`config.mk`:
```
export PLATFORM = sky130hd
export DESIGN_NAME = boot_image_xor_checksum_verifier
export DESIGN_NICKNAME = d
export VERILOG_FILES = /design/src/bixcv_pkg.sv /design/src/bixcv_parser.sv /design/src/boot_image_xor_checksum_verifier.sv
export VERILOG_INCLUDE_DIRS = /design/src /design/src/src
export SDC_FILE = /design/constraint.sdc
export NUM_CORES = 1
export LEC_CHECK = 0
export ABC_CLOCK_PERIOD_IN_PS = 7400
export CAP_MARGIN = 20
export CORE_ASPECT_RATIO = 1.5
export CORE_MARGIN = 8
export CORE_UTILIZATION = 45
export CTS_CLUSTER_SIZE = 16
export DETAILED_ROUTE_END_ITERATION = 16
export DONT_BUFFER_PORTS = 1
export GPL_ROUTABILITY_DRIVEN = 0
export HOLD_SLACK_MARGIN = 0.05
export PLACE_DENSITY = 0.71
export SYNTH_ARGS = -nofsm -noshare
export SYNTH_HDL_FRONTEND = slang
export SYNTH_SLANG_ARGS = --single-unit
```
`constraint.sdc`:
```
create_clock -name clk_i -period 7.4 [get_ports clk_i]
set_clock_uncertainty 0.05 [all_clocks]
set_input_delay 1.48 -clock clk_i [delete_from_list [all_inputs] [get_ports clk_i]]
set_output_delay 1.48 -clock clk_i [all_outputs]
set_load 0.05 [all_outputs]
```
`src/boot_image_xor_checksum_verifier_assert.svh`:
```
// Assertion macros used by the boot image checksum verifier RTL.
`ifndef BOOT_IMAGE_XOR_CHECKSUM_VERIFIER_ASSERT_SVH
`define BOOT_IMAGE_XOR_CHECKSUM_VERIFIER_ASSERT_SVH
`ifndef SYNTHESIS
// Same-cycle implication, disabled during reset.
`define BIXCV_ASSERT_NOW(lbl, clk, rstn, ante, cons) \
  lbl: assert property (@(posedge clk) disable iff (!rstn) (ante) |-> (cons)) \
    else $error("bixcv assertion failed");
// Next-cycle implication, disabled during reset.
`define BIXCV_ASSERT_NXT(lbl, clk, rstn, ante, cons) \
  lbl: assert property (@(posedge clk) disable iff (!rstn) (ante) |=> (cons)) \
    else $error("bixcv assertion failed");
`else
`define BIXCV_ASSERT_NOW(lbl, clk, rstn, ante, cons)
`define BIXCV_ASSERT_NXT(lbl, clk, rstn, ante, cons)
`endif
`endif

```
`src/bixcv_pkg.sv`:
```
// Types and constants of the boot image checksum verifier.
package bixcv_pkg;

  // Header words after the key: reserved words plus two entry-address words
  localparam int unsigned ReservedWords = 8;
  localparam int unsigned HeaderWords   = ReservedWords + 2;

  localparam logic [15:0] SumInit  = 16'hFFFF;
  localparam logic [15:0] SizeEnd0 = 16'h0000;
  localparam logic [15:0] SizeEnd1 = 16'hFFFF;

  // Verdict codes
  localparam logic [1:0] StMatch   = 2'd0;
  localparam logic [1:0] StKeyBad  = 2'd1;
  localparam logic [1:0] StSumBad  = 2'd2;

  // Configuration register byte addresses
  localparam logic [2:0] AddrKey = 3'd0;

  typedef enum logic [2:0] {
    PhIdle     = 3'd0,
    PhHeader   = 3'd1,
    PhSize     = 3'd2,
    PhAddrHi   = 3'd3,
    PhAddrLo   = 3'd4,
    PhData     = 3'd5,
    PhChecksum = 3'd6,
    PhDone     = 3'd7
  } phase_e;

  typedef struct packed {
    logic [15:0] raw_word;
    logic        image_start;
  } in_t;

  typedef struct packed {
    logic [1:0]  status;
    logic [15:0] computed_sum;
  } out_t;

endpackage

```
`src/bixcv_parser.sv`:
```
// Image parser: byte swap, phase tracking, running XOR and verdict.
module bixcv_parser (
  input  logic             clk_i,
  input  logic             rst_ni,
  input  logic             accept_i,
  input  bixcv_pkg::in_t   item_i,
  input  logic [15:0]      key_i,
  output logic             res_valid_o,
  output bixcv_pkg::out_t  res_o
);
  import bixcv_pkg::*;

  phase_e      phase_q, phase_d, phase_cur;
  logic [15:0] cnt_q, cnt_d, cnt_cur, cnt_dec;
  logic [15:0] sum_q, sum_d, sum_cur, sum_xor;
  logic [15:0] word;

  // Swap bytes and apply a restart mark before the phase logic
  always_comb begin
    word      = {item_i.raw_word[7:0], item_i.raw_word[15:8]};
    phase_cur = item_i.image_start ? PhIdle  : phase_q;
    cnt_cur   = item_i.image_start ? 16'd0   : cnt_q;
    sum_cur   = item_i.image_start ? SumInit : sum_q;
    sum_xor   = sum_cur ^ word;
    cnt_dec   = (cnt_cur != 16'd0) ? cnt_cur - 16'd1 : 16'd0;
  end

  // Next state and verdict
  always_comb begin
    phase_d     = phase_cur;
    cnt_d       = cnt_cur;
    sum_d       = sum_cur;
    res_valid_o = 1'b0;
    res_o       = '{status: StMatch, computed_sum: sum_cur};
    case (phase_cur)
      PhIdle: begin
        if (word != key_i) begin
          res_valid_o = 1'b1;
          res_o       = '{status: StKeyBad, computed_sum: SumInit};
          phase_d     = PhDone;
          cnt_d       = 16'd0;
          sum_d       = SumInit;
        end else begin
          sum_d   = SumInit ^ word;
          phase_d = PhHeader;
          cnt_d   = 16'(HeaderWords);
        end
      end
      PhHeader, PhData: begin
        sum_d = sum_xor;
        cnt_d = cnt_dec;
        if (cnt_dec == 16'd0) phase_d = PhSize;
      end
      PhSize: begin
        sum_d = sum_xor;
        if (word == SizeEnd0 || word == SizeEnd1) begin
          phase_d = PhChecksum;
          cnt_d   = 16'd0;
        end else begin
          phase_d = PhAddrHi;
          cnt_d   = word;
        end
      end
      PhAddrHi: begin
        sum_d   = sum_xor;
        phase_d = PhAddrLo;
      end
      PhAddrLo: begin
        sum_d   = sum_xor;
        phase_d = (cnt_cur == 16'd0) ? PhSize : PhData;
      end
      PhChecksum: begin
        res_valid_o = 1'b1;
        res_o       = '{status: (word == sum_cur) ? StMatch : StSumBad,
                        computed_sum: sum_cur};
        phase_d     = PhDone;
        cnt_d       = 16'd0;
      end
      default: begin
        // Done: drop words until the next start mark
      end
    endcase
  end

  // Advance parse state on each accepted request
  always_ff @(posedge clk_i or negedge rst_ni) begin
    if (!rst_ni) begin
      phase_q <= PhIdle;
      cnt_q   <= 16'd0;
      sum_q   <= SumInit;
    end else if (accept_i) begin
      phase_q <= phase_d;
      cnt_q   <= cnt_d;
      sum_q   <= sum_d;
    end
  end

endmodule

```
`src/boot_image_xor_checksum_verifier.sv`:
```
// Boot image checksum verifier top level: config port, parser, result queue.
//
// Usage: image words enter on the in channel (in_valid_i / in_stall_o /
// in_i), one 16-bit word per request, image_start marking the first word.
// Each word is parsed and folded into the running XOR in the cycle it is
// accepted. A verdict (key mismatch, or checksum match/mismatch) is written
// into the output queue when its word is accepted and leaves on the out
// channel (out_valid_o / out_stall_i / out_o) from the queue head. One word
// is taken every cycle while in_stall_o is low; most words give no result.
// Results sit in a two-entry output queue, so a new word is still taken
// while one result waits. in_stall_o rises only when both entries are full,
// i.e. after the receiver has stalled two verdicts.
// Reset empties the queue, returns the parser to waiting for a key with the
// sum at 0xFFFF, and sets the key register to 0x08AA.
// The key register is read at byte address 0 and written at byte addresses 0 to 3
// of the APB port; write it only while no image is in flight.
module boot_image_xor_checksum_verifier (
  input  logic             clk_i,
  input  logic             rst_ni,
  input  logic             in_valid_i,
  output logic             in_stall_o,
  input  bixcv_pkg::in_t   in_i,
  output logic             out_valid_o,
  input  logic             out_stall_i,
  output bixcv_pkg::out_t  out_o,
  input  logic             psel,
  input  logic             penable,
  input  logic             pwrite,
  input  logic [2:0]       paddr,
  input  logic [31:0]      pwdata,
  output logic [31:0]      prdata,
  output logic             pready
);
  import bixcv_pkg::*;

  `include "boot_image_xor_checksum_verifier_assert.svh"

  logic [15:0] key_q;
  logic        in_acc, push, pop, res_valid;
  out_t        res;
  out_t        queue_q [2];
  logic [1:0]  cnt_q;

  // Configuration port
  assign pready = 1'b1;
  assign prdata = (paddr == AddrKey) ? {16'd0, key_q} : 32'd0;

  always_ff @(posedge clk_i or negedge rst_ni) begin
    if (!rst_ni) begin
      key_q <= 16'h08AA;
    end else if (psel && penable && pwrite && !paddr[2]) begin
      key_q <= pwdata[15:0];
    end
  end

  // Parser
  assign in_stall_o = (cnt_q == 2'd2);
  assign in_acc     = in_valid_i && !in_stall_o;

  bixcv_parser u_parser (
    .clk_i       (clk_i),
    .rst_ni      (rst_ni),
    .accept_i    (in_acc),
    .item_i      (in_i),
    .key_i       (key_q),
    .res_valid_o (res_valid),
    .res_o       (res)
  );

  // Output queue: head drives the port
  assign push        = in_acc && res_valid;
  assign out_valid_o = (cnt_q != 2'd0);
  assign pop         = out_valid_o && !out_stall_i;
  assign out_o       = queue_q[0];

  always_ff @(posedge clk_i or negedge rst_ni) begin
    if (!rst_ni) begin
      cnt_q <= 2'd0;
    end else begin
      case ({push, pop})
        2'b10:   cnt_q <= cnt_q + 2'd1;
        2'b01:   cnt_q <= cnt_q - 2'd1;
        default: cnt_q <= cnt_q;
      endcase
    end
  end

  always_ff @(posedge clk_i) begin
    case ({push, pop})
      2'b10: queue_q[cnt_q[0]] <= res;
      2'b01: queue_q[0] <= queue_q[1];
      2'b11: queue_q[0] <= (cnt_q == 2'd1) ? res : queue_q[1];
      default: begin
        // hold
      end
    endcase
  end

  `BIXCV_ASSERT_NOW(a_cnt_range, clk_i, rst_ni, 1'b1, cnt_q != 2'd3)
  `BIXCV_ASSERT_NOW(a_no_push_full, clk_i, rst_ni, push, cnt_q != 2'd2)
  `BIXCV_ASSERT_NXT(a_push_grows, clk_i, rst_ni, push && !pop, cnt_q == $past(cnt_q) + 2'd1)
  `BIXCV_ASSERT_NOW(a_key_sum, clk_i, rst_ni, push && res.status == StKeyBad, res.computed_sum == 16'hFFFF)

endmodule
```
# Word level (Yosys, flattened, before mapping)
# Memory sizes are Yosys's and may differ from the RTL's.
# Index checks and enable logic that the tools add are counted.
# W data, S select, Z words.
# classes
add_sub_neg,3
eq_ne,14
n_bitwise,3
n_reduce_logical,21
n_mux,32
# op_table
op,n
$mux W16,6
$pmux W16 S4,1
$mux W18,3
$logic_not A16 Y1,3
$pmux W18 S2,1
$pmux W16 S2,1
$pmux W3 S6,1
$reduce_or A18 Y1,1
$mux W17,1
$eq A16 B16 Y1,1
$eq A16 B16 Y1 const B,1
$ne A16 B16 Y1,1
$not A16 Y16,1
$reduce_bool A16 Y1,1
$sub A16 B1 Y16 const B,1
$xor A16 B16 Y16,1
$mux W3,5
$eq A3 B3 Y1 const B,3
$mux W1,9
$eq A2 B2 Y1 const B,3
$eq A3 B2 Y1 const B,2
$logic_and A1 B1 Y1,6
$logic_not A3 Y1,2
$reduce_or A5 Y1,1
other kinds (13),17
# totals
n_memories,1
elab_cells,79
regBits,53
inputBits,59
ramBits,36
out_inout_bits,53
# mem_list
name,words,width,rd,rd_ports_with_merged_regs,wr,line_no,rtl
queue_q,2,18,2,0,1,boot_image_xor_checksum_verifier.sv:41,out_t queue_q [2];

# Logic depth before layout (Yosys ltp)
# depth
ltp_word,10
mapped_depth,13
mapped_depth_nobuf,11

# Hierarchy
# A second synthesis with hierarchy kept.
# hier_totals
cells_unflattened,639
area_unflattened_um2,5758.0
# modules_own_cells
mod,cells_per_inst,area_each_um2,seq_area_each_um2,instances
bixcv_parser,490,3392.0,895.9,1
boot_image_xor_checksum_verifier,149,2366.0,1537.7,1

# Worst setup path after synthesis
# Ideal clock, no wire load.
# synth_timing
path_kind,input port to flip-flop
startpoint,in in_i[4] (netlist name)
endpoint,"mem queue_q[1][0] (netlist name), enable pin"
path_buffers,1
path_slack_ns,3.039
setup_time_ns,0.416
arrival_ns,3.895
stages,8
required_ns,6.934
cell_sequence,buf_2 > xor2_1 > nor4_1 > nand4_1 > o21ai_0 > a21o_1 > ha_1 > nor3_1
# synth_between
elab_chain_len,10
elab_cells_between_ends,17
classes_between,eq/ne (4); mux (10); bitwise (1); reduce/logical (2)
# synth_rtl
item,line_no,rtl
start: declaration,boot_image_xor_checksum_verifier.sv:22,"input bixcv_pkg::in_t in_i,"
$ne A16 B16 Y1 (*),bixcv_parser.sv:37,if (word != key_i) begin
$mux W1 (*),bixcv_parser.sv:37,
$pmux W1 S2 (*),bixcv_parser.sv:35,case (phase_cur)
$logic_and A1 B1 Y1 (*),boot_image_xor_checksum_verifier.sv:71,assign push = in_acc && res_valid;
$eq A2 B1 Y1 or $eq A2 B2 Y1 (tied branches),boot_image_xor_checksum_verifier.sv:89,"case ({push, pop})"
$mux W1,boot_image_xor_checksum_verifier.sv:89,
$mux W1 (on tied branches),"boot_image_xor_checksum_verifier.sv:91, boot_image_xor_checksum_verifier.sv:92",
$or A1 B1 Y1 (no line),--,
$reduce_or A18 Y1 (no line),--,
$mux W1 (no line),--,
end: declaration,boot_image_xor_checksum_verifier.sv:41,
# Mark *: on every way between the ends. The rest lies on a longest branch, timed or not.

# Worst setup path in the final report
# layout_timing
startpoint,in paddr[1]
endpoint,out prdata[2]
# layout_between
elab_chain_len,2
# layout_rtl
item,line_no,rtl
start: declaration,boot_image_xor_checksum_verifier.sv:29,"input logic [2:0] paddr,"
$logic_not A3 Y1,boot_image_xor_checksum_verifier.sv:46,"assign prdata = (paddr == AddrKey) ? {16'd0, key_q} : 32'd0;"
$mux W16,boot_image_xor_checksum_verifier.sv:46,
end: declaration,boot_image_xor_checksum_verifier.sv:31,"output logic [31:0] prdata,"
# Every way passes these cells.

==> impl_metrics.json <==
{
  "track_usage": 0.180,
  "outcome": "finished, final reports clean",
  "period_share": 0.584,
  "grt_pass1_vias": 4427,
  "grt_overflow_total": 0,
  "vias": 4407,
  "num_rows": 49,
  "drt_iter0_drc": 436,
  "setup_viol_count_final": 0,
  "cap_viol_max_count": 0,
  "worst_pin_slew_ns": 1.11,
  "syn_area_per_cell_um2": 9.23,
  "cts_setup_buffers": 0,
  "critPathRequiredTime_ns": 5.87,
  "ff_latch_area_um2": 2430,
  "cp.arrival_ns": 2.79,
  "ff2ff_path_depth": 11,
  "drive_above_1_share": 0.125,
  "cts_max_path_buffers": 2,
  "syn-instance-count": 588,
  "area.growth.synth_to_final_pct": 5.65,
  "antenna_found_initial": 0,
  "dp_hpwl_um": 10300,
  "max_freq_mhz": 231,
  "drc": 0,
  "syn_area_um2": 5430,
  "power_density_nw_per_um2": 425,
  "wl_per_cell_um": 20.0,
  "leakage_nw": 2.19,
  "vdd_drop_max_v": 0.000159,
  "hold_viol": 0,
  "core_area_um2": 11900,
  "async_reset_ff_frac": 0.596,
  "yosysSeqAreaShare": 0.449,
  "die_y_um": 150,
  "cts-root-buf": "clkbuf_16",
  "crit_path_start_kind": "primary input",
  "worstHoldPathType": "register to register",
  "post_cts_resized": 0,
  "fin_setup_tns_ns": 0,
  "period_needed_ns": 4.32,
  "grt_max_degree": 54,
  "cts_tree": "built",
  "rsz0062_at_grt": "no",
  "clk_latency_ns": 0.34,
  "fin_nets": 628,
  "synthFlopType": "edfxtp_1",
  "holdBufCountCts": 0,
  "power_mw": 2.44,
  "initial_utilization": 0.456,
  "crit_fanout": 9,
  "slew_headroom": 0.256,
  "port_buffers": 0,
  "ys_seq_elements": 89,
  "numCtsBuffers": 9,
  "cts_sinks": 89,
  "ant_nets": 0,
  "ys_types": 58,
  "post_drt_via_cell_ratio": 6.13,
  "min_path_cells": 2,
  "drv_slew": 0,
  "synth_edf_count": 36,
  "yosys_warnings": 0,
  "die-area_um2": 15900,
  "fillers": 1098,
  "critical_path_class": "primary input to output port",
  "finalWirelength_um": 14400,
  "io_pins": 112,
  "cp-end-kind": "output port",
  "clk_pin_slew_ns": 0.06,
  "h-tree-depth": 3,
  "n_antenna_cell": 0,
  "multiInputGateArea_um2": 2650,
  "die_w_um": 106,
  "first_pass_iters": 5,
  "grt_pass1_wl_um": 22900
}
[worst max-delay path: stages]
cell      delay, ns
nor3_1         0.55
clkbuf_2       0.29
and2_1         0.47
[final timing paths]
check / startpoint / end / slack [ns]
setup reg to reg: cnt_q[0] / queue_q[1][15] / 3.93
hold reg to reg: u_parser.sum_q[13] / u_parser.sum_q[13] / 0.47
setup / recovery: paddr[1] / prdata[2] / 3.08
hold / removal: u_parser.sum_q[13] / u_parser.sum_q[13] / 0.47
max in group asynchronous: rst_ni / u_parser.sum_q[11] / 6.33
min in group asynchronous: rst_ni / key_q[15] / 0.78
[where the power goes]
| part | switching (mW) | leakage [nW] | total (mW) | internal, mW |
|---|---|---|---|---|
| logic | 0.530 | 1.10 | 0.870 | 0.339 |
| registers | 0.316 | 0.932 | 1.08 | 0.761 |
| clock network | 0.195 | 0.152 | 0.491 | 0.296 |
[per-layer routing]
layer  track usage  vias up  wire length (um)
li1              -     2026                 -
met3        0.0416       49               895
met1         0.190     2127              5410
met5             0        -                 0
met4         0.103        0               584
met2         0.320      205              7480
[synthesized netlist by cell type, types with 2 or more instances]
library cell / instances / area, um2
o21a_1: 3 / 22.5
xor2_1: 30 / 263
dfstp_2: 21 / 552
a31oi_1: 18 / 113
edfxtp_1: 36 / 1080
nand4_1: 13 / 81.3
o22a_1: 18 / 158
nand3_1: 7 / 35.0
nand3b_1: 2 / 15.0
clkbuf_1: 17 / 63.8
nand2b_1: 3 / 18.8
ha_1: 8 / 100
o22ai_1: 8 / 50.1
o21ai_0: 40 / 200
nor4_1: 11 / 68.8
nor3b_2: 2 / 25.0
and4_1: 3 / 26.3
buf_1: 4 / 15.0
buf_2: 21 / 105
a22oi_1: 4 / 30.0
nor2_1: 23 / 86.3
and2_1: 16 / 100
a211oi_1: 3 / 22.5
o31ai_1: 2 / 15.0
nor3_1: 20 / 100
dfrtp_1: 32 / 801
or3_1: 2 / 12.5
mux2_2: 16 / 180
nor3b_1: 9 / 67.6
inv_1: 22 / 82.6
nand2_1: 72 / 270
buf_4: 17 / 128
xnor2_1: 3 / 26.3
a21oi_1: 54 / 270
nor2b_1: 4 / 25.0
conb_1: 2 / 7.51
[metrics by stage]
stage | std cells | hold slack, ns | cell area [um2] | utilization | setup WS [ns]
after CTS | 718 | 0.474 | 5730 | 0.481 | 2.85
after global placement | 701 | 0.443 | 5400 | 0.454 | 2.96
final | 719 | 0.472 | 5730 | 0.482 | 3.08
after floorplan | 603 | 0.422 | 5480 | - | 3.04
after global routing | 719 | 0.505 | 5730 | 0.482 | 2.92
after detailed placement | 702 | 0.462 | 5410 | 0.455 | 2.87
[layout make-up]
type | instances | share of cell area
inverter | 23 | 0.0151
timing repair buffer | 7 | 0.00939
clock inverter | 7 | 0.0164
clock buffer | 9 | 0.0393
sequential | 89 | 0.425
multi-input combinational | 431 | 0.462
tap | 153 | 0.0334
[layout by cell type, fill, tap and decap left out, types with 11 or more instances in the layout]
cell / netlist / routed
and2_1: 16 / 16
nor4_1: 11 / 11
o21ai_0: 40 / 40
conb_1: 2 / 17
dfstp_2: 21 / 21
a31oi_1: 18 / 18
edfxtp_1: 36 / 36
xor2_1: 30 / 30
nand4_1: 13 / 13
nand2_1: 72 / 72
nor3_1: 20 / 19
o22a_1: 18 / 18
mux2_2: 16 / 16
nor2_1: 23 / 23
dfrtp_1: 32 / 32
a21oi_1: 54 / 53
inv_1: 22 / 22
[cell families (layout without fill, tap and decap cells)]
group           count (synthesis)  after routing  share of synthesized area
simple gates                  195            195                      0.188
other cells                     2             17                    0.00138
compound gates                161            161                      0.180
xor+xnor                       33             33                     0.0533
flops                          89             89                      0.449
buf+inv                        83             46                     0.0754
mux                            17             17                     0.0351
fa+ha+maj                       8              8                     0.0185
[flip-flops by register name (all words and copies together) (netlist names)]
name              cells
queue_q              36
key_q                16
u_parser.phase_q      3
u_parser.sum_q       16
cnt_q                 2
u_parser.cnt_q       16
(Power assumes the default switching activity.)
